===== config.mk =====
export PLATFORM = sky130hd
export DESIGN_NAME = i2c_register_access_master
export DESIGN_NICKNAME = d
export VERILOG_FILES = /design/src/hw/rtl/i2cra_pkg.sv /design/src/hw/rtl/i2c_register_access_master.sv /design/src/hw/rtl/i2cra_seq.sv
export SDC_FILE = /design/constraint.sdc
export NUM_CORES = 1
export LEC_CHECK = 0
export ABC_CLOCK_PERIOD_IN_PS = 7700
export BUFFER_PORTS_ARGS = -buffer_cell sky130_fd_sc_hd__buf_2
export CORE_MARGIN = 3
export CORE_UTILIZATION = 47
export CTS_BUF_LIST = sky130_fd_sc_hd__clkbuf_4
export DETAILED_ROUTE_END_ITERATION = 10
export PLACE_DENSITY = 0.73
export SKIP_LAST_GASP = 1
export SYNTH_ARGS = -nofsm -noshare
export SYNTH_HDL_FRONTEND = slang
export SYNTH_HIERARCHICAL = 1
export SYNTH_SLANG_ARGS = --single-unit

===== constraint.sdc =====
create_clock -name clk -period 7.7 [get_ports clk]
set_input_delay 1.54 -clock clk [delete_from_list [all_inputs] [get_ports clk]]
set_output_delay 1.54 -clock clk [all_outputs]
set_load 0.01 [all_outputs]

===== src/hw/rtl/i2cra_pkg.sv =====
// Shared types and constants of the I2C register access master.
package i2cra_pkg;

  localparam logic [15:0] PHASE_TICKS_RESET = 16'd250;
  localparam logic [15:0] ACK_TIMEOUT_RESET = 16'd5000;

  // Configuration register indexes
  localparam logic [7:0] CFG_PHASE_TICKS = 8'd0;
  localparam logic [7:0] CFG_ACK_TIMEOUT = 8'd1;

  // Command codes
  localparam logic [1:0] OP_TICK  = 2'd0;
  localparam logic [1:0] OP_WRITE = 2'd1;
  localparam logic [1:0] OP_READ  = 2'd2;

  localparam logic [7:0] ADDR_WRITE_MASK = 8'hfe;
  localparam logic [7:0] ADDR_READ_BIT   = 8'h01;

  typedef enum logic [15:0] {
    ST_IDLE     = 16'h0001,
    ST_S_HI     = 16'h0002,
    ST_S_FALL   = 16'h0004,
    ST_S_LOW    = 16'h0008,
    ST_R_REL    = 16'h0010,
    ST_R_HI     = 16'h0020,
    ST_R_FALL   = 16'h0040,
    ST_R_LOW    = 16'h0080,
    ST_TX       = 16'h0100,
    ST_RX_LOW   = 16'h0200,
    ST_RX_HI    = 16'h0400,
    ST_MACK_LOW = 16'h0800,
    ST_MACK_HI  = 16'h1000,
    ST_STOP_LOW = 16'h2000,
    ST_STOP_HI  = 16'h4000,
    ST_STOP_REL = 16'h8000
  } step_t;

  // Which byte is being shifted out
  typedef enum logic [1:0] {
    ROLE_ADDR_W = 2'd0,
    ROLE_REG    = 2'd1,
    ROLE_DATA   = 2'd2,
    ROLE_ADDR_R = 2'd3
  } role_t;

  // Sub-phase of a transmitted byte
  typedef enum logic [1:0] {
    SUB_BIT_LOW  = 2'd0,
    SUB_BIT_HIGH = 2'd1,
    SUB_ACK_WAIT = 2'd2,
    SUB_ACK_HIGH = 2'd3
  } sub_t;

  typedef struct packed {
    logic       scl;
    logic       sda_release;
    logic       busy_res;
    logic [7:0] read_data;
    logic       read_valid;
    logic       last_byte;
    logic       ack_missing;
    logic       done_res;
    logic       rejected;
  } result_t;

endpackage


===== src/hw/rtl/i2c_register_access_master.sv =====
// Top level of the I2C register access master: handshakes, settings and result word.
//
// I2C master for single-register writes and multi-byte register reads. Each input
// word is one bus tick: it carries the sampled SDA level and, optionally, a command
// (op 1 write one register, op 2 read read_count registers; op 0 or 3 is a plain tick).
// A command taken while idle runs START, address+W, register byte, then either data
// byte and STOP, or repeated START, address+R, the requested bytes (ACK on each,
// NACK on the last) and STOP. Every SCL/SDA phase lasts phase_ticks ticks; an ACK
// wait that sees no low SDA for ack_timeout ticks pulses ack_missing and carries on
// without a clock pulse. A command arriving while busy is dropped and flagged with
// rejected. Every input word yields exactly one result word with the line levels
// after that tick. Throughput is one word per clock: the sequencer step logic sits
// between the state registers and the result register, and a new word is taken
// whenever the result register is empty or being drained in the same cycle. Result
// valid rises in the cycle after acceptance. The user writes settings via the config
// channel while no transaction runs, unenforced by the block. cfg_ready is always high.
module i2c_register_access_master
  import i2cra_pkg::*;
(
  input  logic        clk,
  input  logic        rst,
  // configuration write channel
  input  logic        cfg_valid,
  output logic        cfg_ready,
  input  logic [7:0]  cfg_index,
  input  logic [15:0] cfg_data,
  // input words
  input  logic        in_valid,
  output logic        in_ready,
  input  logic [1:0]  op,
  input  logic [7:0]  device_id,
  input  logic [7:0]  register_address,
  input  logic [7:0]  write_data,
  input  logic [7:0]  read_count,
  input  logic        sda_in,
  // result words
  output logic        out_valid,
  input  logic        out_ready,
  output logic        scl,
  output logic        sda_release,
  output logic        busy_res,
  output logic [7:0]  read_data,
  output logic        read_valid,
  output logic        last_byte,
  output logic        ack_missing,
  output logic        done_res,
  output logic        rejected
);

  logic [15:0] phase_ticks;
  logic [15:0] ack_timeout;
  logic        accept;
  result_t     res;
  result_t     res_q;

  // Config writes are always taken; unknown indexes are ignored.
  assign cfg_ready = 1'b1;

  always_ff @(posedge clk) begin
    if (rst) begin
      phase_ticks <= PHASE_TICKS_RESET;
      ack_timeout <= ACK_TIMEOUT_RESET;
    end else if (cfg_valid) begin
      unique case (cfg_index)
        CFG_PHASE_TICKS: phase_ticks <= cfg_data;
        CFG_ACK_TIMEOUT: ack_timeout <= cfg_data;
        default: ;
      endcase
    end
  end

  // Take a new word whenever the result register frees up this cycle.
  assign in_ready = !out_valid || out_ready;
  assign accept   = in_valid && in_ready;

  i2cra_seq u_seq (
    .clk              (clk),
    .rst              (rst),
    .advance          (accept),
    .phase_ticks      (phase_ticks),
    .ack_timeout      (ack_timeout),
    .op               (op),
    .device_id        (device_id),
    .register_address (register_address),
    .write_data       (write_data),
    .read_count       (read_count),
    .sda_in           (sda_in),
    .res              (res)
  );

  // Result register: load on accept, drop valid once the word is taken.
  always_ff @(posedge clk) begin
    if (rst) begin
      out_valid <= 1'b0;
    end else if (accept) begin
      out_valid <= 1'b1;
    end else if (out_ready) begin
      out_valid <= 1'b0;
    end
  end

  always_ff @(posedge clk) begin
    if (accept) begin
      res_q <= res;
    end
  end

  assign scl         = res_q.scl;
  assign sda_release = res_q.sda_release;
  assign busy_res    = res_q.busy_res;
  assign read_data   = res_q.read_data;
  assign read_valid  = res_q.read_valid;
  assign last_byte   = res_q.last_byte;
  assign ack_missing = res_q.ack_missing;
  assign done_res    = res_q.done_res;
  assign rejected    = res_q.rejected;

endmodule


===== src/hw/rtl/i2cra_seq.sv =====
// Bus sequencer: step state, next-step logic and line levels for one tick.
module i2cra_seq
  import i2cra_pkg::*;
(
  input  logic        clk,
  input  logic        rst,
  input  logic        advance,
  input  logic [15:0] phase_ticks,
  input  logic [15:0] ack_timeout,
  input  logic [1:0]  op,
  input  logic [7:0]  device_id,
  input  logic [7:0]  register_address,
  input  logic [7:0]  write_data,
  input  logic [7:0]  read_count,
  input  logic        sda_in,
  output result_t     res
);

  step_t       step, step_next;
  role_t       role, role_next;
  sub_t        sub, sub_next;
  logic [15:0] phase_count, phase_count_next;
  logic [2:0]  bit_index, bit_index_next;
  logic [7:0]  shift_byte, shift_byte_next;
  logic [7:0]  bytes_left, bytes_left_next;
  logic [15:0] ack_wait_count, ack_wait_count_next;
  logic [7:0]  latched_device, latched_device_next;
  logic [7:0]  latched_register, latched_register_next;
  logic [7:0]  latched_data, latched_data_next;
  logic        is_read, is_read_next;

  logic [15:0] phase_lim, ack_lim;
  logic [16:0] phase_inc, ack_inc;
  logic        phase_over, ack_over, cmd, ack_done;
  logic [7:0]  rx_byte;

  always_comb begin
    phase_lim  = (phase_ticks == 16'd0) ? 16'd1 : phase_ticks;
    ack_lim    = (ack_timeout == 16'd0) ? 16'd1 : ack_timeout;
    phase_inc  = {1'b0, phase_count} + 17'd1;
    ack_inc    = {1'b0, ack_wait_count} + 17'd1;
    phase_over = phase_inc >= {1'b0, phase_lim};
    ack_over   = ack_inc >= {1'b0, ack_lim};
    cmd        = (op == OP_WRITE) || (op == OP_READ);
    rx_byte    = shift_byte | (8'(sda_in) << bit_index);
  end

  always_comb begin
    step_next             = step;
    role_next             = role;
    sub_next              = sub;
    phase_count_next      = phase_count;
    bit_index_next        = bit_index;
    shift_byte_next       = shift_byte;
    bytes_left_next       = bytes_left;
    ack_wait_count_next   = ack_wait_count;
    latched_device_next   = latched_device;
    latched_register_next = latched_register;
    latched_data_next     = latched_data;
    is_read_next          = is_read;
    ack_done              = 1'b0;
    res                   = '0;

    if (step != ST_IDLE) begin
      res.rejected = cmd;
    end

    unique case (step)
      ST_IDLE: begin
        if (cmd) begin
          latched_device_next   = device_id;
          latched_register_next = register_address;
          latched_data_next     = write_data;
          bytes_left_next       = (read_count == 8'd0) ? 8'd1 : read_count;
          is_read_next          = (op == OP_READ);
          step_next             = ST_S_HI;
          phase_count_next      = '0;
        end
      end
      ST_TX: begin
        if (sub == SUB_ACK_WAIT) begin
          if (!sda_in) begin
            sub_next         = SUB_ACK_HIGH;
            phase_count_next = '0;
          end else if (ack_over) begin
            ack_wait_count_next = '0;
            res.ack_missing     = 1'b1;
            ack_done            = 1'b1;
          end else begin
            ack_wait_count_next = ack_inc[15:0];
          end
        end else if (phase_over) begin
          phase_count_next = '0;
          case (sub)
            SUB_BIT_LOW: sub_next = SUB_BIT_HIGH;
            SUB_BIT_HIGH: begin
              if (bit_index == 3'd0) begin
                ack_wait_count_next = '0;
                sub_next            = SUB_ACK_WAIT;
              end else begin
                bit_index_next = bit_index - 3'd1;
                sub_next       = SUB_BIT_LOW;
              end
            end
            default: ack_done = 1'b1;
          endcase
        end else begin
          phase_count_next = phase_inc[15:0];
        end
      end
      default: begin
        if (phase_over) begin
          phase_count_next = '0;
          unique case (step)
            ST_S_HI:   step_next = ST_S_FALL;
            ST_S_FALL: step_next = ST_S_LOW;
            ST_S_LOW: begin
              shift_byte_next = latched_device & ADDR_WRITE_MASK;
              bit_index_next  = 3'd7;
              role_next       = ROLE_ADDR_W;
              sub_next        = SUB_BIT_LOW;
              step_next       = ST_TX;
            end
            ST_R_REL:  step_next = ST_R_HI;
            ST_R_HI:   step_next = ST_R_FALL;
            ST_R_FALL: step_next = ST_R_LOW;
            ST_R_LOW: begin
              shift_byte_next = latched_device | ADDR_READ_BIT;
              bit_index_next  = 3'd7;
              role_next       = ROLE_ADDR_R;
              sub_next        = SUB_BIT_LOW;
              step_next       = ST_TX;
            end
            ST_RX_LOW: step_next = ST_RX_HI;
            ST_RX_HI: begin
              shift_byte_next = rx_byte;
              if (bit_index == 3'd0) begin
                bytes_left_next = (bytes_left == 8'd0) ? 8'd0 : bytes_left - 8'd1;
                res.read_valid  = 1'b1;
                res.read_data   = rx_byte;
                res.last_byte   = (bytes_left_next == 8'd0);
                step_next       = ST_MACK_LOW;
              end else begin
                bit_index_next = bit_index - 3'd1;
                step_next      = ST_RX_LOW;
              end
            end
            ST_MACK_LOW: step_next = ST_MACK_HI;
            ST_MACK_HI: begin
              if (bytes_left == 8'd0) begin
                step_next = ST_STOP_LOW;
              end else begin
                shift_byte_next = '0;
                bit_index_next  = 3'd7;
                step_next       = ST_RX_LOW;
              end
            end
            ST_STOP_LOW: step_next = ST_STOP_HI;
            ST_STOP_HI:  step_next = ST_STOP_REL;
            ST_STOP_REL: begin
              res.done_res = 1'b1;
              step_next    = ST_IDLE;
            end
            default: step_next = ST_IDLE;
          endcase
        end else begin
          phase_count_next = phase_inc[15:0];
        end
        // drop any illegal step code straight back to idle
        if (!$onehot(step)) begin
          step_next        = ST_IDLE;
          phase_count_next = '0;
        end
      end
    endcase

    // byte acknowledged or timed out: move on to what follows it
    if (ack_done) begin
      phase_count_next = '0;
      unique case (role)
        ROLE_ADDR_W: begin
          shift_byte_next = latched_register;
          bit_index_next  = 3'd7;
          role_next       = ROLE_REG;
          sub_next        = SUB_BIT_LOW;
        end
        ROLE_REG: begin
          if (is_read) begin
            step_next = ST_R_REL;
          end else begin
            shift_byte_next = latched_data;
            bit_index_next  = 3'd7;
            role_next       = ROLE_DATA;
            sub_next        = SUB_BIT_LOW;
          end
        end
        ROLE_DATA: step_next = ST_STOP_LOW;
        default: begin
          shift_byte_next = '0;
          bit_index_next  = 3'd7;
          step_next       = ST_RX_LOW;
        end
      endcase
    end

    // line levels after this tick
    res.scl         = 1'b1;
    res.sda_release = 1'b1;
    unique case (step_next)
      ST_TX: begin
        res.scl         = (sub_next == SUB_BIT_HIGH) || (sub_next == SUB_ACK_HIGH);
        res.sda_release = ((sub_next == SUB_BIT_LOW) || (sub_next == SUB_BIT_HIGH)) ?
                          shift_byte_next[bit_index_next] : 1'b1;
      end
      ST_S_FALL, ST_R_FALL: begin
        res.scl         = 1'b1;
        res.sda_release = 1'b0;
      end
      ST_S_LOW, ST_R_LOW, ST_STOP_LOW: begin
        res.scl         = 1'b0;
        res.sda_release = 1'b0;
      end
      ST_R_REL, ST_RX_LOW: begin
        res.scl         = 1'b0;
        res.sda_release = 1'b1;
      end
      ST_MACK_LOW: begin
        res.scl         = 1'b0;
        res.sda_release = (bytes_left_next == 8'd0);
      end
      ST_MACK_HI: begin
        res.scl         = 1'b1;
        res.sda_release = (bytes_left_next == 8'd0);
      end
      ST_STOP_HI: begin
        res.scl         = 1'b1;
        res.sda_release = 1'b0;
      end
      default: begin
        res.scl         = 1'b1;
        res.sda_release = 1'b1;
      end
    endcase
    res.busy_res = (step_next != ST_IDLE);
  end

  always_ff @(posedge clk) begin
    if (rst) begin
      step             <= ST_IDLE;
      role             <= ROLE_ADDR_W;
      sub              <= SUB_BIT_LOW;
      phase_count      <= '0;
      bit_index        <= '0;
      shift_byte       <= '0;
      bytes_left       <= '0;
      ack_wait_count   <= '0;
      latched_device   <= '0;
      latched_register <= '0;
      latched_data     <= '0;
      is_read          <= 1'b0;
    end else if (advance) begin
      step             <= step_next;
      role             <= role_next;
      sub              <= sub_next;
      phase_count      <= phase_count_next;
      bit_index        <= bit_index_next;
      shift_byte       <= shift_byte_next;
      bytes_left       <= bytes_left_next;
      ack_wait_count   <= ack_wait_count_next;
      latched_device   <= latched_device_next;
      latched_register <= latched_register_next;
      latched_data     <= latched_data_next;
      is_read          <= is_read_next;
    end
  end

endmodule

---- Word level (Yosys, flattened, before mapping) ----
Cells that the tools add are included.
cells by class
  muxes and demuxes ....................... 81
  reduce and logical (&&, ||, !) cells .... 36
  equality and inequality tests ........... 42
  add/sub/neg operators ................... 19
  $lt $le $gt $ge ......................... 3
  bitwise gates (word level) .............. 4
  $mul .................................... 0
  div/mod/pow operators ................... 0
  shift operators ......................... 1
operators by type and width
  operator                                                count
  2-to-1 mux 16 bit                                       19
  case mux 16 bit (12 select lines)                       1
  2-to-1 mux 8 bit                                        11
  case mux 16 bit (2 select lines)                        2
  case mux 16 bit (3 select lines)                        1
  logical NOT 8 bit                                       5
  adder 5 bit                                             7
  adder 16 x 1 -> 17 bit (second input constant)          2
  >= comparator 17 x 16 -> 1 bit                          2
  equality test 16 x 10 -> 1 bit (second input constant)  2
  equality test 16 x 12 -> 1 bit (second input constant)  2
  equality test 16 x 13 -> 1 bit (second input constant)  2
  equality test 16 x 14 -> 1 bit (second input constant)  2
  equality test 16 x 15 -> 1 bit (second input constant)  2
  equality test 16 x 3 -> 1 bit (second input constant)   2
  equality test 16 x 4 -> 1 bit (second input constant)   2
  equality test 16 x 5 -> 1 bit (second input constant)   2
  equality test 16 x 7 -> 1 bit (second input constant)   2
  equality test 16 x 8 -> 1 bit (second input constant)   2
  equality test 16 x 9 -> 1 bit (second input constant)   2
  logical NOT 16 bit                                      2
  != test 16 x 1 -> 1 bit (second input constant)         2
  case mux 8 bit (4 select lines)                         1
  2-to-1 mux 2 bit                                        13
  other kinds (43)                                        96
storage, ports and cells
  word-level logic and storage cells ...... 210
  memory bits (writable) .................. 0
  latch bits .............................. 0
  register bits ........................... 145
  memories ................................ 0
  memory bits (read-only) ................. 0
  bits of input ports ..................... 64
  output and inout port bits .............. 19

---- Depth between registers and ports, before layout ----
Gate-level depths: netlist of run 1.
  depth in word-level cells ............... 13
  gate-level depth with buffers ........... 23
  depth with buffers taken out ............ 21

---- By module ----
Netlist of run 1, hierarchy kept.
by module, submodules not included
  module                      cells an instance  instances  area each (um^2)  seq. area each (um^2)
  i2cra_seq                   1103               1          8037.7            1901.8
  i2c_register_access_master  159                1          1893.1            1141.1

---- Least setup slack after synthesis of run 1 ----
No wires, ideal clock.
  path type ............................... register to register
  start point ............................. reg u_seq.step[5]
  end point ............................... reg res_q (netlist bit sda_release) (data pin)
  library setup time ...................... 0.277 ns
  clock period less this slack ............ 5.716 ns
  setup slack ............................. 1.984 ns
  path buffers ............................ 2
  cell stages (with the launch flop) ...... 24
  arrival ................................. 5.439 ns
  required time ........................... 7.423 ns
  cells stage by stage .................... dfxtp_1 clkbuf_1 inv_1 fa_1 inv_1 fa_1 fa_1 inv_1 fa_1 inv_1 ha_1 fa_1 and3b_1 o211ai_1 o21ba_2 buf_2 o21ai_0 nor2_1 a221oi_1 nand3_1 nor4_1 nand2_1 o21ai_0 o221ai_1
RTL lines
  what                    line                               source
  from (decl)             i2cra_seq.sv:19                    step_t step, step_next;
  from (signal assigned)  i2cra_seq.sv:262                   step <= step_next;
  to (signal assigned)    i2c_register_access_master.sv:104  res_q <= res;
  to (decl)               i2c_register_access_master.sv:54   result_t res_q;

==> metrics, run 1 <==
Crit path max-delay family adder cells; grt met3 use 4.61%; cells along the critical path inv_1, fa_1, inv_1, fa_1, fa_1, inv_1, fa_1, inv_1, ha_1, fa_1, and3b_1, o211ai_1, buf_4, o21ba_2, a21oi_1, o21ai_0, nor3_1, and3_1, nor4bb_1, o21a_1, o221ai_1; sequential-to-total area share from yosys stat 30.6%; commonest non-fill, non-tap cell in the layout nor2_1; die area 0.0229 mm²; slowest CP cell dfxtp_1; Min-Delay Path Class reg -> reg; FP Rows 52; MaxCap Viol Count 0; logic gate share of total power 24.0%; Hold Path Depth 2; worst hold slack 0.461 ns; largest net degree at the start of global routing 83; vias 9411; IO buf count 80; Nets 1432; pwr dens 156 mW/mm²; Reg2Reg Depth 21; Clock power frac 27.8%; Sequential Power Share 48.2%; CP Buf/Inv Count 5; Lkg Pwr 4.30 nW; drt via density 5.92; total grt overflow 0; max_slew headroom 35.8%; Post-synth EDFFs 16; Final Slew Violations 0; Finish-stage setup viols 0; Starting DRT DRC Count 857; VDD IR max 94.4 µV; PnR worst setup slack 0.941 ns; Tcrit/Tclk final 87.8%; GRT Resource Usage Total 23.4%; CP Launch Type register; initial antenna violation count 1; worst-skew pair later-pin latency 0.55 ns; number of global-route vias before repair 8797; DR pass1 iterations 5; clk sinks 144; synthesized area 0.00993 mm²; number of CTS-inserted buffers 17; Resized Gates After CTS 0; Post-Synthesis Cells 1262; I/O pin cnt 83; register bit total from synthesis 144; # fillers 2007; CTS tree built; area grow syn2layout 8.01%; unrepaired setup endpoints after global routing no; die width 151 µm; Slew @ Worst Pin 0.961 ns; clock root cell clkbuf_4; GRT met2 Usage 38.1%; Worst path depth 21; final hold violation count 0; Post-synth top flop dfxtp_1; TNS Setup 0 ns; Internal 1.09 mW; crit-path max FO 12; critical path class reg -> reg; drt wl/cell 16.8 µm; Initial Utilization 48.5%; hold-fix buffers at CTS 0; clk buf depth 2; setup bufs post-CTS 0; CP max stage delay 0.55 ns; core area 0.0205 mm²; Post-route DRC 0; Die H 151 µm; Syn Area/Cell 7.87 µm²; Arrival @ worst endpoint 7.05 ns; first-pass GRT wire length 43300 µm; FMAX 148 MHz; grt peak-use layer met2; most frequent CP cell fa_1; FF/Latch Area 0.00304 mm²; asr flop ratio synth 0%; Worst setup EP type register; synthesis warning total 6; outcome complete, no violations; Final Wtd Congestion 0.970; routing usage on met1 31.1%; dpl ws 1.12 ns; Post-Syn Nets 1389; Clock Skew 0.0253 ns; multi-input logic area 0.00629 mm²; antenna-violating nets left 0; net load switching power 589 µW; ratio of cells with drive above 1 in the final layout 12.4%; H-tree depth 4; sw frac 35.1%; dpl hpwl 19600 µm; Post-Route WL 26700 µm; Final Critical Period 6.76 ns; synth unique cells 90; Worst EP required 7.99 ns; commonest non-fill, non-tap cells in the layout nor2_1 (162), dfxtp_1 (128), nand2_1 (118); CTS clk-pin slew, worst paths 0.13 ns
## synthesized netlist by cell type, types with 8 or more instances
| cell | instances | area, µm² |
|---|---|---|
| nor2_1 | 162 | 608 |
| dfxtp_1 | 128 | 2560 |
| nand2_1 | 118 | 443 |
| a21oi_1 | 113 | 566 |
| inv_1 | 72 | 270 |
| ha_1 | 53 | 663 |
| clkbuf_1 | 48 | 180 |
| o21ai_0 | 42 | 210 |
| mux2i_1 | 41 | 410 |
| nand3_1 | 39 | 195 |
| nor3_1 | 31 | 155 |
| nand2b_1 | 29 | 181 |
| a22oi_1 | 27 | 203 |
| a211oi_1 | 26 | 195 |
| nand4_1 | 21 | 131 |
| xor2_1 | 21 | 184 |
| and3_1 | 17 | 106 |
| edfxtp_1 | 16 | 480 |
| nor4_1 | 15 | 93.8 |
| buf_2 | 14 | 70.1 |
| xnor2_1 | 14 | 123 |
| nand3b_1 | 13 | 97.6 |
| fa_1 | 10 | 200 |
| nor3b_1 | 10 | 75.1 |
| o31ai_1 | 10 | 75.1 |
| o22ai_1 | 9 | 56.3 |
| a21o_1 | 8 | 60.1 |
| a31oi_1 | 8 | 50.1 |
| and2_1 | 8 | 50.1 |
| o211ai_1 | 8 | 60.1 |
## power by group through the flow
| stage | Combinational (mW) | Clock (mW) | Sequential, mW |
|---|---|---|---|
| after global placement | 0.389 | 0 | 0.823 |
| after detailed placement | 0.395 | 0 | 0.823 |
| after floorplan | 0.274 | 0 | 0.814 |
| final | 0.402 | 0.465 | 0.808 |
| after CTS | 0.398 | 0.482 | 0.807 |
| after global routing | 0.440 | 0.514 | 0.811 |
## cells by family after synthesis
group	share of synthesized area, %
and+or+nand+nor	26.3
AOI/OAI and AO/OA	20.5
DFF	30.6
buffers and inverters	5.98
adders and majority gates	8.69
muxes	4.70
xor gates and xnor gates	3.09
other	0.0378
## routing by layer
metal	routed length, µm	vias up
met5	0	-
met4	609	0
met3	1920	59
met2	12400	352
met1	11700	4381
li1	-	4619
## layout make-up
class / instances / area share, %
sequential: 144 / 28.4
timing repair buffer: 94 / 4.74
inverter: 74 / 2.59
clock inverter: 15 / 1.24
clock buffer: 17 / 1.19
multi-input combinational: 974 / 58.7
tap: 270 / 3.15
antenna: 2 / 0.0467
## worst paths after layout
kind | startpoint | to | slack, ns
setup reg to reg | u_seq/step[5] | sda_release | 0.94
setup / recovery | u_seq/step[5] | sda_release | 0.94
hold reg to reg | u_seq/latched_data[5] | u_seq/latched_data[5] | 0.46
hold / removal | u_seq/latched_data[5] | u_seq/latched_data[5] | 0.46
## tightest hold or removal path: stages, from the launching register on
cell	delay [ns]
dfxtp_1	0.33
nand2_1	0.05
a21oi_1	0.05
## stage by stage
step / cells / power (mW) / utilization (%) / instance area, µm²
after CTS: 1588 / 1.69 / 52.3 / 10700
after global routing: 1590 / 1.77 / 52.3 / 10700
after floorplan: 1262 / 1.09 / - / 9930
after detailed placement: 1556 / 1.22 / 51.0 / 10500
after global placement: 1556 / 1.21 / 51.0 / 10500
final: 1590 / 1.67 / 52.3 / 10700
## state kept, by name, summed over array words and instances, names as in the netlist, 2 cells and up
| signal | flops |
|---|---|
| u_seq/latched_register | 8 |
| u_seq/latched_data | 8 |
| u_seq/sub | 2 |
| u_seq/shift_byte | 8 |
| ack_timeout | 16 |
| u_seq/step | 16 |
| u_seq/role | 2 |
| u_seq/bit_index | 3 |
| u_seq/ack_wait_count | 16 |
| u_seq/bytes_left | 8 |
| u_seq/phase_count | 16 |
| u_seq/latched_device | 7 |
| read_data | 8 |
| phase_ticks | 16 |
Note: power is estimated with default switching activity, not from simulation.
==> run 2: changes to the inputs <==
--- a/config.mk
+++ b/config.mk
@@ -7,11 +7,13 @@
 export LEC_CHECK = 0
 export ABC_CLOCK_PERIOD_IN_PS = 7700
 export BUFFER_PORTS_ARGS = -buffer_cell sky130_fd_sc_hd__buf_2
+export CELL_PAD_IN_SITES_DETAIL_PLACEMENT = 0
+export CELL_PAD_IN_SITES_GLOBAL_PLACEMENT = 1
 export CORE_MARGIN = 3
 export CORE_UTILIZATION = 47
 export CTS_BUF_LIST = sky130_fd_sc_hd__clkbuf_4
 export DETAILED_ROUTE_END_ITERATION = 10
-export PLACE_DENSITY = 0.73
+export PLACE_DENSITY = 0.91
 export SKIP_LAST_GASP = 1
 export SYNTH_ARGS = -nofsm -noshare
 export SYNTH_HDL_FRONTEND = slang
==> run 2 against run 1 <==
- setup slack improved by 0.013 ns
- largest cell class unchanged
- worst hold slack improved by 0.0012 ns
- critical path depth decreased by 1
- design area increased by 0.13%
- global-route usage decreased by 0.54 points
- clock-buffer cell count unchanged
- register-to-register slack about the same
- critical endpoint unchanged
- clock power increased by 12%
==> metrics, run 2 (same netlist as run 1, synthesis figures left out) <==
Die H 151 µm; FF/Latch Area 0.00304 mm²; GRT Resource Usage Total 22.8%; CTS tree built; die width 151 µm; outcome complete, no violations; CP Launch Type register; Clock Skew 0.0404 ns; Finish-stage setup viols 0; Final Slew Violations 0; DR pass1 iterations 5; clk buf depth 2; number of CTS-inserted buffers 17; worst-skew pair later-pin latency 0.59 ns; Initial Utilization 48.5%; worst hold slack 0.462 ns; unrepaired setup endpoints after global routing no; setup bufs post-CTS 0; initial antenna violation count 1; Lkg Pwr 4.30 nW; crit-path max FO 10; multi-input logic area 0.00629 mm²; clk sinks 144; Crit. Startpoint u_seq/step[5]; drt wl/cell 16.7 µm; dpl hpwl 19500 µm; MaxCap Viol Count 0; area grow syn2layout 8.15%; core area 0.0205 mm²; Hold Path Depth 2; # fillers 2019; TNS Setup 0 ns; Final Critical Period 6.75 ns; number of global-route vias before repair 8524; critical path class reg -> reg; drt via density 5.92; RR Startpoint u_seq/step[5]; max_slew headroom 28.6%; FP Rows 52; Reg2Reg Depth 20; I/O pin cnt 83; vias 9396; IO buf count 80; largest net degree at the start of global routing 84; commonest non-fill, non-tap cells in the layout nor2_1 (162), dfxtp_1 (128), nand2_1 (118); Min-Delay Path Class reg -> reg; commonest non-fill, non-tap cell in the layout nor2_1; Arrival @ worst endpoint 7.05 ns; CTS clk-pin slew, worst paths 0.13 ns; Reg-to-Reg End sda_release; clock root cell clkbuf_4; total grt overflow 0; FF-to-FF setup slack 0.95 ns; first-pass GRT wire length 42400 µm; die area 0.0229 mm²; Starting DRT DRC Count 722; Slew @ Worst Pin 1.07 ns; Nets 1429; Worst setup EP type register; hold worst-path end u_seq/latched_data[2]; Resized Gates After CTS 0; Final Wtd Congestion 0.971; hold-fix buffers at CTS 0; antenna-violating nets left 0; ratio of cells with drive above 1 in the final layout 12.3%; H-tree depth 4; Worst EP required 8.01 ns; final hold violation count 0; hold_sp u_seq/latched_data[2]; VDD IR max 77.3 µV; Post-route DRC 0; FMAX 148 MHz; Tcrit/Tclk final 87.6%; pwr dens 160 mW/mm²; Post-Route WL 26600 µm
-- run 2: changes by cell type in the layout (fill, tap and decap cells not counted), moves of 2 or more --
cell	delta
clkinv_1	-2
buf_4	-3
clkinvlp_4	+2
clkinv_2	-2
-- run 2: per-layer routing --
metal | share of wire, % | vias up | routed length, µm | track usage (%)
met5 | 0 | - | 0 | 0
met4 | 2.9 | 0 | 764 | 8.93
met3 | 5.9 | 52 | 1570 | 4.04
met2 | 46 | 348 | 12200 | 36.3
met1 | 45 | 4383 | 12000 | 30.8
li1 | - | 4613 | - | -
-- run 2: per-stage QoR --
stage / utilization, % / setup WS [ns] / power (mW) / cells / cell area [µm²]
2_1_floorplan: - / 1.98 / 1.09 / 1262 / 9930
3_3_place_gp: 50.9 / 1.15 / 1.20 / 1553 / 10400
3_5_place_dp: 50.9 / 1.10 / 1.21 / 1553 / 10400
4_1_cts: 52.4 / 1.09 / 1.73 / 1585 / 10700
5_1_grt: 52.4 / 0.827 / 1.81 / 1586 / 10700
6_report: 52.4 / 0.954 / 1.72 / 1586 / 10700
-- run 2: power by group --
group          internal (mW)  switching, mW
registers              0.783         0.0243
logic                  0.134          0.258
clock network          0.202          0.317
total                   1.12          0.599
-- run 2: critical path, stage by stage (launching register included) --
cell	delay, ns
dfxtp_1	0.54
inv_1	0.16
fa_1	0.57
inv_1	0.05
fa_1	0.46
fa_1	0.51
inv_1	0.06
fa_1	0.47
inv_1	0.04
ha_1	0.21
fa_1	0.42
and3b_1	0.18
o211ai_1	0.63
nand2b_2	0.36
o21ai_1	0.22
a22oi_1	0.46
nand3_1	0.25
nor4_1	0.46
nand2_1	0.10
o21ai_0	0.14
o221ai_1	0.18
-- run 2: final cells by class --
type	instances	area share, %
Clock inverter	15	1.60
Antenna cell	1	0.0233
Multi-Input combinational cell	974	58.6
Sequential cell	144	28.3
Clock buffer	17	1.19
Timing Repair Buffer	91	4.52
Tap cell	270	3.15
Inverter	74	2.59
-- run 2: how the worst max path moves through the flow --
stage | endpoint | depth (start not counted)
floorplan | sda_release | 23
global placement | sda_release | 20
detailed placement | sda_release | 20
CTS | sda_release | 20
global route | sda_release | 20
finish | sda_release | 20
